--- src/srtf_pkg.sv ---
`timescale 1ns / 1ps
package srtf_pkg;

  localparam int SLOT_W    = 21;
  localparam int ID_W      = 4;
  localparam int IN_TIME_W = 16;
  localparam int PCNT_W    = 5;

  localparam logic [SLOT_W-1:0] CLOCK_MAX = {SLOT_W{1'b1}};

  localparam logic FUNC_LOAD = 1'b0;
  localparam logic FUNC_TICK = 1'b1;

  typedef struct packed {
    logic load;        // capture a load transaction
    logic tick_start;  // clear the scan state for a tick
    logic scan_rd;     // issue one table read
    logic update;      // commit the pick and stage the tick result
    logic emit;        // move the staged result into the output register
  } ctl_cmd_t;

  typedef struct packed {
    logic scan_more;
  } dp_stat_t;

endpackage

--- src/srtf_if.sv ---
`timescale 1ns / 1ps
interface srtf_in_if
  import srtf_pkg::*;
  ();
  logic                 valid;
  logic                 ready;
  logic                 func;
  logic [IN_TIME_W-1:0] arrival_time;
  logic [IN_TIME_W-1:0] burst_time;

  modport source (output valid, func, arrival_time, burst_time, input ready);
  modport sink   (input valid, func, arrival_time, burst_time, output ready);
endinterface

interface srtf_out_if
  import srtf_pkg::*;
  ();
  logic              valid;
  logic              ready;
  logic [SLOT_W-1:0] slot_time;
  logic [ID_W-1:0]   running_id;
  logic              idle;
  logic              segment_start;
  logic              finished;
  logic [SLOT_W-1:0] turnaround;
  logic [SLOT_W-1:0] waiting;
  logic              all_done;
  logic              load_error;

  modport source (output valid, slot_time, running_id, idle, segment_start, finished,
                  turnaround, waiting, all_done, load_error, input ready);
  modport sink   (input valid, slot_time, running_id, idle, segment_start, finished,
                  turnaround, waiting, all_done, load_error, output ready);
endinterface

--- src/srtf_ctrl.sv ---
`timescale 1ns / 1ps
module srtf_ctrl
  import srtf_pkg::*;
(
  input  logic     clk_i,
  input  logic     rst_ni,
  input  logic     in_valid_i,
  input  logic     in_func_i,
  output logic     in_ready_o,
  input  logic     out_ready_i,
  output logic     out_valid_o,
  input  dp_stat_t stat_i,
  output ctl_cmd_t cmd_o
);

  localparam logic [1:0] S_IDLE = 2'd0;
  localparam logic [1:0] S_SCAN = 2'd1;
  localparam logic [1:0] S_UPD  = 2'd2;
  localparam logic [1:0] S_EMIT = 2'd3;

  logic [1:0] state_q, state_d;
  logic       out_valid_q, out_valid_d;
  logic       in_fire;
  logic       out_free;

  assign in_ready_o  = (state_q == S_IDLE);
  assign in_fire     = in_valid_i && in_ready_o;
  assign out_free    = !out_valid_q || out_ready_i;
  assign out_valid_o = out_valid_q;

  always_comb begin
    state_d     = state_q;
    cmd_o       = '0;
    out_valid_d = out_valid_q && !out_ready_i;
    case (state_q)
      S_IDLE: begin
        if (in_fire) begin
          if (in_func_i == FUNC_TICK) begin
            cmd_o.tick_start = 1'b1;
            state_d          = S_SCAN;
          end else begin
            cmd_o.load = 1'b1;
            state_d    = S_EMIT;
          end
        end
      end
      S_SCAN: begin
        // last read data is compared in the cycle scan_more drops
        if (stat_i.scan_more) begin
          cmd_o.scan_rd = 1'b1;
        end else begin
          state_d = S_UPD;
        end
      end
      S_UPD: begin
        cmd_o.update = 1'b1;
        state_d      = S_EMIT;
      end
      S_EMIT: begin
        if (out_free) begin
          cmd_o.emit  = 1'b1;
          out_valid_d = 1'b1;
          state_d     = S_IDLE;
        end
      end
      default: begin
        state_d = S_IDLE;
      end
    endcase
  end

  always_ff @(posedge clk_i or negedge rst_ni) begin
    if (!rst_ni) begin
      state_q     <= S_IDLE;
      out_valid_q <= 1'b0;
    end else begin
      state_q     <= state_d;
      out_valid_q <= out_valid_d;
    end
  end

endmodule

--- src/srtf_dp.sv ---
`timescale 1ns / 1ps
module srtf_dp
  import srtf_pkg::*;
#(
  parameter int MAX_PROCS = 16,
  parameter int TIME_BITS = 16
) (
  input  logic                 clk_i,
  input  logic                 rst_ni,
  input  logic                 cfg_we_i,
  input  logic [PCNT_W-1:0]    cfg_data_i,
  input  logic [IN_TIME_W-1:0] arrival_time_i,
  input  logic [IN_TIME_W-1:0] burst_time_i,
  input  ctl_cmd_t             cmd_i,
  output dp_stat_t             stat_o,
  output logic [SLOT_W-1:0]    slot_time_o,
  output logic [ID_W-1:0]      running_id_o,
  output logic                 idle_o,
  output logic                 segment_start_o,
  output logic                 finished_o,
  output logic [SLOT_W-1:0]    turnaround_o,
  output logic [SLOT_W-1:0]    waiting_o,
  output logic                 all_done_o,
  output logic                 load_error_o
);

  localparam int IDX_W   = $clog2(MAX_PROCS);
  localparam int CNT_MIN = $clog2(MAX_PROCS + 1);
  localparam int CNT_W   = (CNT_MIN > PCNT_W) ? CNT_MIN : PCNT_W;
  localparam int CW      = (TIME_BITS > SLOT_W) ? TIME_BITS : SLOT_W;
  localparam int WORD_W  = 3 * TIME_BITS;

  // table word: {arrival, burst, remaining}
  logic [WORD_W-1:0] mem [MAX_PROCS];
  logic              mem_we;
  logic [IDX_W-1:0]  mem_wa;
  logic [WORD_W-1:0] mem_wd;
  logic [WORD_W-1:0] rd_data_q;
  logic [IDX_W-1:0]  rd_idx_q;
  logic              rd_vld_q;

  logic [PCNT_W-1:0] pcount_q;
  logic [CNT_W-1:0]  loaded_q;
  logic [SLOT_W-1:0] cur_time_q;
  logic [IDX_W-1:0]  prev_id_q;
  logic              prev_run_q;

  logic [CNT_W-1:0]  scan_idx_q;
  logic              have_q, pending_q, two_q;
  logic [IDX_W-1:0]  best_idx_q;
  logic [TIME_BITS-1:0] best_arr_q, best_bur_q, best_rem_q;

  // staged result
  logic [SLOT_W-1:0]    st_slot_q;
  logic [ID_W-1:0]      st_id_q;
  logic                 st_idle_q, st_seg_q, st_fin_q, st_done_q, st_lerr_q;
  logic [SLOT_W-1:0]    st_tat_q;
  logic [TIME_BITS-1:0] st_bur_q;

  logic [CNT_W-1:0]     pc_ext, eff_cnt, active;
  logic                 full;
  logic [TIME_BITS-1:0] ld_arr, ld_bur;
  logic                 ld_ok;
  logic [TIME_BITS-1:0] r_arr, r_bur, r_rem;
  logic                 r_arrived, r_better;
  logic [SLOT_W-1:0]    next_time;
  logic [TIME_BITS-1:0] new_rem;
  logic                 fin_now;
  logic [CW-1:0]        tat_ext, bur_ext;
  logic [SLOT_W-1:0]    wait_val;

  assign pc_ext  = CNT_W'(pcount_q);
  assign eff_cnt = (pc_ext > CNT_W'(MAX_PROCS)) ? CNT_W'(MAX_PROCS) : pc_ext;
  assign active  = (loaded_q < eff_cnt) ? loaded_q : eff_cnt;
  assign full    = (loaded_q >= eff_cnt);

  assign ld_arr = TIME_BITS'(arrival_time_i);
  assign ld_bur = TIME_BITS'(burst_time_i);
  assign ld_ok  = !full && (ld_bur != '0);

  assign stat_o.scan_more = (scan_idx_q < active);

  assign {r_arr, r_bur, r_rem} = rd_data_q;
  assign r_arrived = (CW'(r_arr) <= CW'(cur_time_q));
  // ties: earlier arrival, then lower index by scan order
  assign r_better  = !have_q || (r_rem < best_rem_q) ||
                     ((r_rem == best_rem_q) && (r_arr < best_arr_q));

  assign next_time = (cur_time_q == CLOCK_MAX) ? cur_time_q : cur_time_q + 1'b1;
  assign new_rem   = best_rem_q - 1'b1;
  assign fin_now   = (new_rem == '0);

  assign tat_ext  = CW'(st_tat_q);
  assign bur_ext  = CW'(st_bur_q);
  assign wait_val = (tat_ext >= bur_ext) ? SLOT_W'(tat_ext - bur_ext) : '0;

  always_comb begin
    mem_we = 1'b0;
    mem_wa = best_idx_q;
    mem_wd = {best_arr_q, best_bur_q, new_rem};
    if (cmd_i.load && ld_ok) begin
      mem_we = 1'b1;
      mem_wa = loaded_q[IDX_W-1:0];
      mem_wd = {ld_arr, ld_bur, ld_bur};
    end else if (cmd_i.update && have_q) begin
      mem_we = 1'b1;
    end
  end

  always_ff @(posedge clk_i) begin
    if (mem_we) begin
      mem[mem_wa] <= mem_wd;
    end
    if (cmd_i.scan_rd) begin
      rd_data_q <= mem[scan_idx_q[IDX_W-1:0]];
      rd_idx_q  <= scan_idx_q[IDX_W-1:0];
    end
  end

  // control state
  always_ff @(posedge clk_i or negedge rst_ni) begin
    if (!rst_ni) begin
      pcount_q   <= PCNT_W'(1);
      loaded_q   <= '0;
      cur_time_q <= '0;
      prev_id_q  <= '0;
      prev_run_q <= 1'b0;
      scan_idx_q <= '0;
      rd_vld_q   <= 1'b0;
      have_q     <= 1'b0;
      pending_q  <= 1'b0;
      two_q      <= 1'b0;
    end else begin
      if (cfg_we_i) begin
        pcount_q <= cfg_data_i;
      end
      if (cmd_i.load && ld_ok) begin
        loaded_q <= loaded_q + 1'b1;
      end
      rd_vld_q <= cmd_i.scan_rd;
      if (cmd_i.tick_start) begin
        scan_idx_q <= '0;
        have_q     <= 1'b0;
        pending_q  <= 1'b0;
        two_q      <= 1'b0;
      end else begin
        if (cmd_i.scan_rd) begin
          scan_idx_q <= scan_idx_q + 1'b1;
        end
        if (rd_vld_q && (r_rem != '0)) begin
          pending_q <= 1'b1;
          two_q     <= two_q || pending_q;
          if (r_arrived && r_better) begin
            have_q <= 1'b1;
          end
        end
      end
      if (cmd_i.update && (pending_q || !full)) begin
        cur_time_q <= next_time;
        prev_run_q <= have_q;
        if (have_q) begin
          prev_id_q <= best_idx_q;
        end
      end
    end
  end

  always_ff @(posedge clk_i) begin
    if (rd_vld_q && (r_rem != '0) && r_arrived && r_better) begin
      best_idx_q <= rd_idx_q;
      best_arr_q <= r_arr;
      best_bur_q <= r_bur;
      best_rem_q <= r_rem;
    end
  end

  // result staging
  always_ff @(posedge clk_i) begin
    if (cmd_i.load) begin
      st_slot_q <= '0;
      st_id_q   <= '0;
      st_idle_q <= 1'b0;
      st_seg_q  <= 1'b0;
      st_fin_q  <= 1'b0;
      st_tat_q  <= '0;
      st_bur_q  <= '0;
      st_done_q <= 1'b0;
      st_lerr_q <= !ld_ok;
    end else if (cmd_i.update) begin
      st_slot_q <= cur_time_q;
      st_lerr_q <= 1'b0;
      st_tat_q  <= '0;
      st_bur_q  <= best_bur_q;
      st_fin_q  <= 1'b0;
      st_id_q   <= '0;
      if (!pending_q && full) begin
        // everything done: no state change
        st_idle_q <= 1'b1;
        st_seg_q  <= 1'b0;
        st_done_q <= 1'b1;
      end else if (have_q) begin
        st_id_q   <= ID_W'(best_idx_q);
        st_idle_q <= 1'b0;
        st_seg_q  <= !prev_run_q || (prev_id_q != best_idx_q);
        st_fin_q  <= fin_now;
        if (fin_now) begin
          st_tat_q <= next_time - SLOT_W'(best_arr_q);
        end
        st_done_q <= full && !two_q && fin_now;
      end else begin
        st_idle_q <= 1'b1;
        st_seg_q  <= prev_run_q;
        st_done_q <= 1'b0;
      end
    end
  end

  always_ff @(posedge clk_i) begin
    if (cmd_i.emit) begin
      slot_time_o     <= st_slot_q;
      running_id_o    <= st_id_q;
      idle_o          <= st_idle_q;
      segment_start_o <= st_seg_q;
      finished_o      <= st_fin_q;
      turnaround_o    <= st_tat_q;
      waiting_o       <= st_fin_q ? wait_val : '0;
      all_done_o      <= st_done_q;
      load_error_o    <= st_lerr_q;
    end
  end

endmodule

--- src/srtf_scheduler_core.sv ---
`timescale 1ns / 1ps
// Preemptive shortest-remaining-time-first scheduler. A load transaction
// (func = 0) appends one process to the table; its result passes through
// the emit state into the output register, and the next transaction is
// taken back in the idle state. A tick transaction (func = 1) scans the
// active table entries one per cycle through the single read port of the
// process table, then compares the last entry read and commits the pick in
// the update state. Its result then passes through the emit state into the
// output register, and the next transaction is taken back in the idle
// state. A result that waits in the output register stalls the next
// result, and with it the input. The user must write process_count
// through cfg_we_i/cfg_data_i only while idle; the block does not enforce it.
// A new transaction is taken while the previous result still waits in the
// output register.
module srtf_scheduler_core
  import srtf_pkg::*;
#(
  parameter int MAX_PROCS = 16,
  parameter int TIME_BITS = 16
) (
  input  logic              clk_i,
  input  logic              rst_ni,
  input  logic              cfg_we_i,
  input  logic [PCNT_W-1:0] cfg_data_i,
  srtf_in_if.sink           in_i,
  srtf_out_if.source        out_o
);

  ctl_cmd_t cmd;
  dp_stat_t stat;

  srtf_ctrl u_ctrl (
    .clk_i       (clk_i),
    .rst_ni      (rst_ni),
    .in_valid_i  (in_i.valid),
    .in_func_i   (in_i.func),
    .in_ready_o  (in_i.ready),
    .out_ready_i (out_o.ready),
    .out_valid_o (out_o.valid),
    .stat_i      (stat),
    .cmd_o       (cmd)
  );

  srtf_dp #(
    .MAX_PROCS (MAX_PROCS),
    .TIME_BITS (TIME_BITS)
  ) u_dp (
    .clk_i           (clk_i),
    .rst_ni          (rst_ni),
    .cfg_we_i        (cfg_we_i),
    .cfg_data_i      (cfg_data_i),
    .arrival_time_i  (in_i.arrival_time),
    .burst_time_i    (in_i.burst_time),
    .cmd_i           (cmd),
    .stat_o          (stat),
    .slot_time_o     (out_o.slot_time),
    .running_id_o    (out_o.running_id),
    .idle_o          (out_o.idle),
    .segment_start_o (out_o.segment_start),
    .finished_o      (out_o.finished),
    .turnaround_o    (out_o.turnaround),
    .waiting_o       (out_o.waiting),
    .all_done_o      (out_o.all_done),
    .load_error_o    (out_o.load_error)
  );

endmodule

--- src/flat_wrapper.sv ---
// flat-port wrapper written by rule: the top's interface ports become plain ports
module srtf_scheduler_core_flat import srtf_pkg::*;
#(
  parameter int MAX_PROCS = 16,
  parameter int TIME_BITS = 16
)
  (clk_i, rst_ni, cfg_we_i, cfg_data_i, in_i_valid, in_i_func, in_i_arrival_time, in_i_burst_time, in_i_ready, out_o_valid, out_o_slot_time, out_o_running_id, out_o_idle, out_o_segment_start, out_o_finished, out_o_turnaround, out_o_waiting, out_o_all_done, out_o_load_error, out_o_ready);
  srtf_in_if in_i_i ();
  srtf_out_if out_o_i ();
  input  logic clk_i;
  input  logic rst_ni;
  input  logic cfg_we_i;
  input  logic [PCNT_W-1:0] cfg_data_i;
  input wire logic [$bits(in_i_i.valid)-1:0] in_i_valid;
  input wire logic [$bits(in_i_i.func)-1:0] in_i_func;
  input wire logic [$bits(in_i_i.arrival_time)-1:0] in_i_arrival_time;
  input wire logic [$bits(in_i_i.burst_time)-1:0] in_i_burst_time;
  output wire logic [$bits(in_i_i.ready)-1:0] in_i_ready;
  output wire logic [$bits(out_o_i.valid)-1:0] out_o_valid;
  output wire logic [$bits(out_o_i.slot_time)-1:0] out_o_slot_time;
  output wire logic [$bits(out_o_i.running_id)-1:0] out_o_running_id;
  output wire logic [$bits(out_o_i.idle)-1:0] out_o_idle;
  output wire logic [$bits(out_o_i.segment_start)-1:0] out_o_segment_start;
  output wire logic [$bits(out_o_i.finished)-1:0] out_o_finished;
  output wire logic [$bits(out_o_i.turnaround)-1:0] out_o_turnaround;
  output wire logic [$bits(out_o_i.waiting)-1:0] out_o_waiting;
  output wire logic [$bits(out_o_i.all_done)-1:0] out_o_all_done;
  output wire logic [$bits(out_o_i.load_error)-1:0] out_o_load_error;
  input wire logic [$bits(out_o_i.ready)-1:0] out_o_ready;
  assign in_i_i.valid = in_i_valid;
  assign in_i_i.func = in_i_func;
  assign in_i_i.arrival_time = in_i_arrival_time;
  assign in_i_i.burst_time = in_i_burst_time;
  assign in_i_ready = in_i_i.ready;
  assign out_o_valid = out_o_i.valid;
  assign out_o_slot_time = out_o_i.slot_time;
  assign out_o_running_id = out_o_i.running_id;
  assign out_o_idle = out_o_i.idle;
  assign out_o_segment_start = out_o_i.segment_start;
  assign out_o_finished = out_o_i.finished;
  assign out_o_turnaround = out_o_i.turnaround;
  assign out_o_waiting = out_o_i.waiting;
  assign out_o_all_done = out_o_i.all_done;
  assign out_o_load_error = out_o_i.load_error;
  assign out_o_i.ready = out_o_ready;
  srtf_scheduler_core #(.MAX_PROCS(MAX_PROCS), .TIME_BITS(TIME_BITS)) u_core (.clk_i(clk_i), .rst_ni(rst_ni), .cfg_we_i(cfg_we_i), .cfg_data_i(cfg_data_i), .in_i(in_i_i), .out_o(out_o_i));
endmodule
--- config.mk ---
export PLATFORM = sky130hd
export DESIGN_NAME = srtf_scheduler_core_flat
export DESIGN_NICKNAME = d
export VERILOG_FILES = /design/src/srtf_pkg.sv /design/src/srtf_if.sv /design/src/srtf_ctrl.sv /design/src/srtf_dp.sv /design/src/srtf_scheduler_core.sv /design/src/flat_wrapper.sv
export SDC_FILE = /design/constraint.sdc
export NUM_CORES = 1
export LEC_CHECK = 0
export BUFFER_PORTS_ARGS = -buffer_cell sky130_fd_sc_hd__buf_2
export CAP_MARGIN = 25
export CORE_ASPECT_RATIO = 1.2
export CORE_UTILIZATION = 55
export DETAILED_ROUTE_END_ITERATION = 8
export GPL_ROUTABILITY_DRIVEN = 1
export GPL_TIMING_DRIVEN = 0
export PLACE_DENSITY = 0.82
export SYNTH_ARGS = -nofsm -noshare
export SYNTH_HDL_FRONTEND = slang
export SYNTH_SLANG_ARGS = --single-unit
--- constraint.sdc ---
create_clock -name clk_i -period 6.1 [get_ports clk_i]
set_input_delay 1.83 -clock clk_i [delete_from_list [all_inputs] [get_ports clk_i]]
set_output_delay 1.83 -clock clk_i [all_outputs]
set_load 0.01 [all_outputs]
==> flow_summary.ini, run 1 <==
[logic_synthesis]
ys_top_cells_by_area = edfxtp_1 65%, mux4_2 12%, dfxtp_1 3.0%
seq_area_frac_synth = 0.711
netlist_area_sq_um = 43500
ys_types = 84
synth_seq_cells = 1059
synth_cells = 2426
synth_edf_count = 945
synth_top_area_cell = edfxtp_1
avgSynthCellArea_sq_um = 17.9
synth.most_common_cell = edfxtp_1
synth_common_cells = 945 x edfxtp_1, 240 x mux4_2, 136 x nand2_1, 122 x nor2_1, 97 x ha_1
synth_nets = 2568
async_flop_share = 0.0453
synth_top_area_share = 0.653
synth-main-ff-cell = edfxtp_1
yosys_warnings = 0

[route]
dr_total_vias = 25200
drcViolationCount = 0
drt_iter0_drc = 3455
wl_met3_microns = 12300
detail_route.wl_per_cell_microns = 30.2
firstDrtPassIters = 6
ant_nets = 0
drt-total-wl_microns = 116000
met1_length_microns = 40900
highest_layer = met5
wl_met2_microns = 57300
viasPerCell = 6.57

[placement]
gp_congestion = 0.943
placed_cells = 3646
portBuffers = 116
dpl.hpwl_microns = 75600
post-place-ws_ns = 0.294

[power_and_ir_drop]
p_total_uw = 22100
irDropWorstVdd_mv = 0.294
p_int_uw = 15300
switchingPower_uw = 6800
p_leak_uw = 0.0169
seq_power_share = 0.438
p_per_area_nw_per_um2 = 442
switching_share = 0.308
power.share.clock = 0.272
comb_power_share = 0.290

[clock_tree]
clk_path_buf_depth = 3
cts_resized = 0
cts_setup_buffers = 0
clk_pin_slew_worst_paths_ns = 0.07
cts_max_level = 3
clock_sinks = 1059
clk_latency_ns = 0.67
cts_tree = done
clockRootBuffer = clkbuf_16
cts_inserted_buffers = 98
cts_hold_buffers = 0

[floorplan]
die_h_microns = 310
row_count = 112
core_sq_um = 78100
io_pins = 117
start_util = 0.557
die_w_microns = 259
dieArea_sq_um = 80100

[setup_path]
path_buf_inv = 4
cp_top_family = simple AND/OR/NAND/NOR gates
worstPathArrival_ns = 5.71
critPathRequiredTime_ns = 6.45
cpMostUsedCell = clkbuf_1
cp-end-kind = register
crit_chain = buf_2 -> nand2_1 -> nor2_1 -> and3_1 -> clkbuf_1 -> clkbuf_1 -> a31oi_1 -> nor2_4 -> buf_12
start_kind = primary input
crit_path_max_fanout = 19
r2r_slack_ns = 0.95
criticalPathCategory = in -> reg
cp_slowest_cell = nor2_4
critPathMaxStageDelay_ns = 0.90

[grt]
grt_util_all_layers = 0.294
overflow = 0
grt_pass1_vias = 26000
grt_first_pass_wirelength_microns = 169000
grt_max_degree = 73
antenna_found_initial = 4

[timing]
worst_slew_pin_slew_ns = 1.14
fin_ws_ns = 0.740
finalSetupViolCount = 0
hold_viol = 0
clock_skew_ns = 0.0290
min_period_ns = 5.36
fmax_ghz = 0.187
slew_headroom = 0.234
finalMaxSlewViolations = 0
rsz0062_at_grt = false
fin_setup_tns_ns = 0
whs_ns = 0.413
period_share = 0.879

[final_layout]
drive_gt1_frac = 0.232
diodes = 0
finalNonFillerCells = 3839
syn_to_final_growth_pct = 14.9
fin_nets = 2877

[status]
status = completed

[job]
max_cap_viol_count = 0

[worst_hold_path]
hp-class = reg -> reg
## routing by layer
layer  vias to the layer above  GRT usage
met5                         -          0
met3                       365     0.0577
met4                         2      0.141
met2                      1837      0.491
met1                     12800      0.372
li1                      10300          -
## worst paths after layout
kind / startpoint / end / depth (start not counted)
min: u_core.u_dp.rd_idx_q[1]$_DFFE_PP_ / u_core.u_dp.best_idx_q[1]$_DFFE_PP_ / 0
max: in_i_valid / u_core.u_dp.mem[4][44]$_DFFE_PP_ / 9
min in group asynchronous: rst_ni / u_core.u_dp.cur_time_q[14]$_DFFE_PN0P_ / 1
max reg2reg: u_core.u_dp.pc_ext[4]$_DFFE_PN0P_ / u_core.u_dp.mem[4][44]$_DFFE_PP_ / 12
min reg2reg: u_core.u_dp.rd_idx_q[1]$_DFFE_PP_ / u_core.u_dp.best_idx_q[1]$_DFFE_PP_ / 0
max in group asynchronous: rst_ni / u_core.u_dp.pc_ext[0]$_DFFE_PN1P_ / 2
## area by class of cell
| cell class | count | area, sq um |
|---|---|---|
| Clock buffer | 130 | 2630 |
| Timing Repair Buffer | 209 | 1950 |
| Inverter | 92 | 348 |
| Fill cell | 5048 | 28100 |
| Buffer | 101 | 440 |
| Sequential cell | 1059 | 30900 |
| Clock inverter | 48 | 457 |
| Multi-Input combinational cell | 1174 | 11900 |
| Tap cell | 1026 | 1280 |
## placed cells by master (no fill, tap or decap), types with 14 or more instances in the layout
master / count
nor2_4: 16
nor3_1: 27
mux4_2: 240
dfrtp_1: 47
xor2_1: 14
inv_1: 90
clkbuf_16: 99
buf_12: 23
a21oi_1: 40
nand4_1: 29
a21o_1: 25
clkinv_1: 19
nor2_1: 106
buf_8: 20
o21ai_0: 69
edfxtp_1: 945
nor2b_1: 22
nand3_1: 21
nand2_1: 136
dfxtp_1: 66
buf_1: 20
mux2i_1: 42
a31oi_1: 21
ha_1: 97
and3_1: 15
buf_16: 15
buf_2: 144
nor4_1: 22
clkbuf_1: 97
xnor2_1: 66
## kinds of logic after synthesis
family | synth area share
simple gates | 0.0512
mux | 0.137
compound gates | 0.0381
flops | 0.711
buf+inv | 0.0181
fa+ha+maj | 0.0288
xor+xnor | 0.0161
## power by group through the flow
| stage | sequential, uW | clock [uW] | combinational (uW) |
|---|---|---|---|
| floorplan | 9710 | 0 | 3970 |
| global placement | 9820 | 0 | 5530 |
| detailed placement | 9790 | 0 | 6100 |
| CTS | 9660 | 6040 | 6230 |
| global route | 9730 | 6310 | 6790 |
| finish | 9680 | 6000 | 6400 |
## flip-flops by register name, indices dropped and copies added (netlist names), 16 cells and up
name,cells
u_core.u_dp.cur_time_q,21
u_core.u_dp.st_slot_q,21
u_core.u_dp.slot_time_o,21
u_core.u_dp.rd_data_q,48
u_core.u_dp.waiting_o,21
u_core.u_dp.best_arr_q,16
u_core.u_dp.best_bur_q,16
u_core.u_dp.turnaround_o,21
u_core.u_dp.st_tat_q,21
u_core.u_dp.st_bur_q,16
u_core.u_dp.mem,768
u_core.u_dp.best_rem_q,16
## worst reg2reg max path, stage by stage, from the launching register on
cell and delay, ns:
dfrtp_1 0.37, clkinv_1 0.20, nand2_1 0.13, ha_1 0.25
a21o_1 0.17, a21oi_1 0.41, o21a_1 0.36, and3_1 0.31
clkbuf_1 0.40, clkbuf_1 0.53, a31oi_1 0.51, nor2_4 0.90
buf_12 0.29
## metrics by stage
| stage | utilization | cell area [sq um] |
|---|---|---|
| 6_report | 0.640 | 49900 |
| 5_1_grt | 0.640 | 49900 |
| 4_1_cts | 0.637 | 49700 |
| 3_5_place_dp | 0.598 | 46600 |
| 3_3_place_gp | 0.581 | 45300 |
| 2_1_floorplan | - | 43500 |
No activity file was read; power rests on OpenSTA's default activity.
==> inputs of run 2 (changes only) <==
--- a/config.mk
+++ b/config.mk
@@ -8,11 +8,11 @@
 export BUFFER_PORTS_ARGS = -buffer_cell sky130_fd_sc_hd__buf_2
 export CAP_MARGIN = 25
 export CORE_ASPECT_RATIO = 1.2
-export CORE_UTILIZATION = 55
+export CORE_UTILIZATION = 32
 export DETAILED_ROUTE_END_ITERATION = 8
 export GPL_ROUTABILITY_DRIVEN = 1
 export GPL_TIMING_DRIVEN = 0
-export PLACE_DENSITY = 0.82
+export PLACE_DENSITY = 0.56
 export SYNTH_ARGS = -nofsm -noshare
 export SYNTH_HDL_FRONTEND = slang
 export SYNTH_SLANG_ARGS = --single-unit
==> run 2 against run 1 <==
- combinational power shrank 0.9%
- count of clock-buffer cells in the layout grew 9
- sequential power barely moved
- critical path type unchanged
- critical endpoint is now u_core.u_dp.mem[12][41]$_DFFE_PP_
- largest cell class unchanged
- largest power group unchanged
==> flow_summary.ini, run 2 (synthesis gave the netlist of run 1 again) <==
[grt]
top_usage_layer = met2
gr-usage-met2 = 0.278
grt_max_degree = 73
grt_util_all_layers = 0.166
grt_first_pass_wirelength_microns = 165000
grt_pass1_vias = 23700
antenna_found_initial = 2
overflow = 0
grtUsageMet3 = 0.0276
grtUsageMet1 = 0.223

[power_and_ir_drop]
irDropWorstVdd_mv = 0.295
p_leak_uw = 0.0172
p_total_uw = 22400
p_per_area_nw_per_um2 = 435

[placement]
placed_cells = 4419
gp_congestion = 0.853
dpl.hpwl_microns = 79400
placed_area_sq_um = 47900
portBuffers = 116

[clock_tree]
clk_path_buf_depth = 3
cts_max_level = 3
cts_resized = 0
clock_sinks = 1059
clk_pin_slew_worst_paths_ns = 0.06
clockRootBuffer = clkbuf_16
clk_latency_ns = 0.69
cts_tree = done
cts_hold_buffers = 0
cts_inserted_buffers = 106
cts_setup_buffers = 0

[route]
drt_iter0_drc = 2095
viasPerCell = 5.09
drt-total-wl_microns = 115000
dr_total_vias = 23500
ant_nets = 0
detail_route.wl_per_cell_microns = 24.8
firstDrtPassIters = 7
drcViolationCount = 0

[floorplan]
die_h_microns = 406
core_sq_um = 134000
dieArea_sq_um = 137000
start_util = 0.324
die_w_microns = 338
io_pins = 117
row_count = 147

[setup_path]
critPathRequiredTime_ns = 6.46
cp-end-kind = register
path_buf_inv = 5
worstPathArrival_ns = 5.60
r2r-start = u_core.u_dp.pc_ext[4]$_DFFE_PN0P_
crit_start = in_i_valid
crit_path_max_fanout = 19
criticalPathCategory = in -> reg
cp_slowest_cell = nor2_4
critPathMaxStageDelay_ns = 0.71
crit_chain = buf_2 -> nand2_1 -> nor2_1 -> and3_1 -> clkbuf_1 -> clkbuf_1 -> a31oi_1 -> nor2_4 -> buf_12 -> buf_12
start_kind = primary input
cp_top_family = simple AND/OR/NAND/NOR gates

[final_layout]
largest_register_ffs = 768
finalNonFillerCells = 4621
layout_common_cells = 945 x edfxtp_1, 240 x mux4_2, 136 x nand2_1
drive_gt1_frac = 0.237
diodes = 0
design_area_sq_um = 51400
syn_to_final_growth_pct = 18.2
largest_register = u_core.u_dp.mem
fin_nets = 2886
fillerInstances = 12300
top_regs = u_core.u_dp.mem x768, u_core.u_dp.rd_data_q x48
final_common_cell = edfxtp_1

[worst_hold_path]
hp-class = reg -> reg
min-delay-start = u_core.u_dp.st_slot_q[16]$_SDFFE_PP0P_

[job]
max_cap_viol_count = 0

[timing]
period_share = 0.859
finalSetupViolCount = 0
hold_viol = 0
min_period_ns = 5.24
fmax_ghz = 0.191
fin_setup_tns_ns = 0
finalMaxSlewViolations = 0
clock_skew_ns = 0.0276
slew_headroom = 0.288
rsz0062_at_grt = false
worst_slew_pin_slew_ns = 1.06

[status]
status = completed
-- run 2: changes by cell type in the layout (fill, tap and decap cells not counted), sizes merged --
| cell | previous run | this run |
|---|---|---|
| clkinvlp | 3 | 5 |
| buf | 238 | 240 |
| clkbuf | 201 | 209 |
| inv | 94 | 97 |
| clkinv | 36 | 41 |
-- run 2: metrics by stage --
stage	worst slack (ns)	hold slack, ns	utilization
2_1_floorplan	0.575	0.400	-
3_3_place_gp	-3.59	0.401	0.345
3_5_place_dp	0.206	0.405	0.357
4_1_cts	0.917	0.416	0.382
5_1_grt	0.767	0.420	0.383
6_report	0.861	0.415	0.383
-- run 2: final cells by class --
type | count | area [sq um] | area share
plain buffers | 101 | 440 | 0.00858
clock buffers | 139 | 2870 | 0.0559
flip-flops and latches | 1059 | 30900 | 0.602
multi-input cells | 1174 | 11900 | 0.232
well taps | 1788 | 2240 | 0.0436
repair buffers | 210 | 2140 | 0.0416
clock inverters | 58 | 515 | 0.0100
inverters | 92 | 348 | 0.00677
-- run 2: worst reg2reg max path, stage by stage (launching register included) --
cell and delay (ns):
dfrtp_1 0.37, clkinv_1 0.21, nand2_1 0.12, ha_1 0.24, a21o_1 0.16, a21oi_1 0.38
o21a_1 0.43, and3_1 0.32, clkbuf_1 0.42, clkbuf_1 0.51, a31oi_1 0.47, nor2_4 0.71
buf_12 0.28, buf_12 0.23
-- run 2: worst paths after layout --
check	endpoint	slack [ns]	cells past startpoint
max	u_core.u_dp.mem[12][41]$_DFFE_PP_	0.86	10
min	u_core.u_dp.slot_time_o[16]$_DFFE_PP_	0.41	0
max reg2reg	u_core.u_dp.mem[12][41]$_DFFE_PP_	0.90	13
min reg2reg	u_core.u_dp.slot_time_o[16]$_DFFE_PP_	0.41	0
max in group asynchronous	u_core.u_dp.pc_ext[0]$_DFFE_PN1P_	4.35	2
min in group asynchronous	u_core.u_ctrl.out_valid_o$_DFF_PN0_	1.11	1
-- run 2: report_power, final --
group,switching [uW],internal [uW]
sequential,452,9200
clock,2770,3610
combinational,3580,2760
-- run 2: metal layers --
layer / vias to the layer above / routed length (microns)
li1: 10300 / -
met1: 12200 / 49000
met2: 848 / 55700
met3: 166 / 7380
met4: 0 / 2690
met5: - / 0
==> inputs of run 3 (changes only) <==
--- a/config.mk
+++ b/config.mk
@@ -5,7 +5,7 @@
 export SDC_FILE = /design/constraint.sdc
 export NUM_CORES = 1
 export LEC_CHECK = 0
-export BUFFER_PORTS_ARGS = -buffer_cell sky130_fd_sc_hd__buf_2
+export BUFFER_PORTS_ARGS = -buffer_cell sky130_fd_sc_hd__buf_4
 export CAP_MARGIN = 25
 export CORE_ASPECT_RATIO = 1.2
 export CORE_UTILIZATION = 32
==> run 3 against run 2 <==
- non-clock buffer count grew 2
- combinational power up 2%
- via count is 0.17% lower
- fmax rose by 0.65%
==> flow_summary.ini, run 3 (synthesis gave the netlist of run 1 again) <==
[status]
status = completed

[worst_hold_path]
hp-class = reg -> reg

[setup_path]
r2r-start = u_core.u_dp.pc_ext[4]$_DFFE_PN0P_
cp-end-kind = register
critPathRequiredTime_ns = 6.48
worstPathArrival_ns = 5.58
r2r_slack_ns = 0.99
criticalPathCategory = in -> reg
reg2reg_to = u_core.u_dp.mem[12][3]$_DFFE_PP_
start_kind = primary input
crit_path_max_fanout = 18
crit_start = in_i_valid
crit_end = u_core.u_dp.mem[12][3]$_DFFE_PP_
worstRegToRegCells = 13

[grt]
grt_util_all_layers = 0.168
antenna_found_initial = 4
grt_pass1_vias = 23700
grt_max_degree = 73
grt_first_pass_wirelength_microns = 167000
overflow = 0

[placement]
placed_area_sq_um = 48200
gp_congestion = 0.858
dpl.hpwl_microns = 79300
portBuffers = 116

[timing]
finalMaxSlewViolations = 0
worst_slew_pin_slew_ns = 1.07
slew_headroom = 0.278
rsz0062_at_grt = false
whs_ns = 0.400
min_period_ns = 5.21
finalSetupViolCount = 0
clock_skew_ns = 0.0294
fmax_ghz = 0.192
period_share = 0.853
hold_viol = 0

[floorplan]
die_h_microns = 406
core_sq_um = 134000
io_pins = 117
dieArea_sq_um = 137000
start_util = 0.324
row_count = 147
die_w_microns = 338

[route]
highest_layer = met4
ant_nets = 0
drt_iter0_drc = 2183
detail_route.wl_per_cell_microns = 25.0
viasPerCell = 5.07
dr_total_vias = 23500
firstDrtPassIters = 7
wl_met3_microns = 7430
wl_met2_microns = 56400
drt-total-wl_microns = 116000
drcViolationCount = 0
met1_length_microns = 49300

[power_and_ir_drop]
seq_power_share = 0.429
p_leak_uw = 0.0173
p_per_area_nw_per_um2 = 436
irDropWorstVdd_mv = 0.348
switchingPower_uw = 6820
switching_share = 0.303
p_int_uw = 15700
power.share.clock = 0.285
comb_power_share = 0.286

[clock_tree]
cts_inserted_buffers = 107
clk_pin_slew_worst_paths_ns = 0.06
clockRootBuffer = clkbuf_16
cts_setup_buffers = 0
cts_hold_buffers = 0
cts_tree = done
cts_resized = 0
clk_path_buf_depth = 3
cts_max_level = 3
clk_latency_ns = 0.70
clock_sinks = 1059

[final_layout]
layout_common_cells = 945 x edfxtp_1, 240 x mux4_2, 138 x buf_4
top_regs = u_core.u_dp.mem x768, u_core.u_dp.rd_data_q x48
largest_register = u_core.u_dp.mem
largest_register_ffs = 768
syn_to_final_growth_pct = 18.9
design_area_sq_um = 51700
seq_area_sq_um = 30900
multi_input_area_sq_um = 11900
drive_gt1_frac = 0.234
final_common_cell = edfxtp_1
fin_nets = 2889
fillerInstances = 12200

[job]
max_cap_viol_count = 0
[run 3: cell types whose count changed in the layout (fill, tap and decap cells not counted), sizes merged]
cell      before  now
inv           97   95
clkinvlp       5    3
bufinv         7    8
clkinv        41   42
buf          240  242
clkbuf       209  216
diode          0    1
[run 3: area by class of cell]
type                       instances  area share
antenna                            1   0.0000484
sequential                      1059       0.598
multi-input combinational       1174       0.230
buffer                           101     0.00852
clock inverter                    56      0.0105
timing repair buffer             212      0.0471
clock buffer                     146      0.0556
tap                             1788      0.0433
inverter                          92     0.00673
[run 3: stage by stage]
step | total power (uW) | setup TNS [ns] | utilization | setup WS (ns) | cells
final | 22500 | 0 | 0.385 | 0.895 | 4629
after global routing | 23500 | 0 | 0.385 | 0.733 | 4628
after CTS | 22700 | 0 | 0.384 | 0.925 | 4620
after detailed placement | 16300 | 0 | 0.359 | 0.204 | 4418
after global placement | 15900 | -2756.33 | 0.347 | -3.69 | 4330
after floorplan | 13700 | 0 | - | 0.575 | 2426
[run 3: metal layers]
layer / vias to the layer above / global-route usage
met5: - / 0
met4: 0 / 0.0447
met3: 142 / 0.0329
met2: 776 / 0.283
met1: 12200 / 0.223
li1: 10300 / -
[run 3: worst min path at each step]
stage | start | end | slack, ns | depth (start not counted)
after floorplan | u_core.u_dp.rd_data_q[16]$_DFFE_PP_ | u_core.u_dp.best_bur_q[0]$_DFFE_PP_ | 0.40 | 0
after global placement | u_core.u_dp.rd_data_q[17]$_DFFE_PP_ | u_core.u_dp.best_bur_q[1]$_DFFE_PP_ | 0.40 | 0
after detailed placement | u_core.u_dp.rd_data_q[29]$_DFFE_PP_ | u_core.u_dp.best_bur_q[13]$_DFFE_PP_ | 0.40 | 0
after CTS | u_core.u_dp.rd_data_q[18]$_DFFE_PP_ | u_core.u_dp.best_bur_q[2]$_DFFE_PP_ | 0.39 | 0
after global routing | u_core.u_dp.rd_data_q[17]$_DFFE_PP_ | u_core.u_dp.best_bur_q[1]$_DFFE_PP_ | 0.42 | 0
final | u_core.u_dp.rd_data_q[18]$_DFFE_PP_ | u_core.u_dp.best_bur_q[2]$_DFFE_PP_ | 0.40 | 0
[run 3: power by group through the flow]
stage | sequential [uW] | clock [uW] | combinational, uW
after detailed placement | 9800 | 0 | 6480
after CTS | 9660 | 6560 | 6500
after global placement | 9890 | 0 | 6000
after floorplan | 9710 | 0 | 3970
final | 9650 | 6430 | 6440
after global routing | 9730 | 6830 | 6970
[run 3: critical path, stage by stage]
cell and delay [ns]:
buf_4 0.12, nand2_1 0.07, nor2_1 0.58, and3_1 0.37
clkbuf_1 0.39, clkbuf_1 0.50, a31oi_1 0.45, nor2_4 0.71
buf_12 0.27, buf_12 0.23
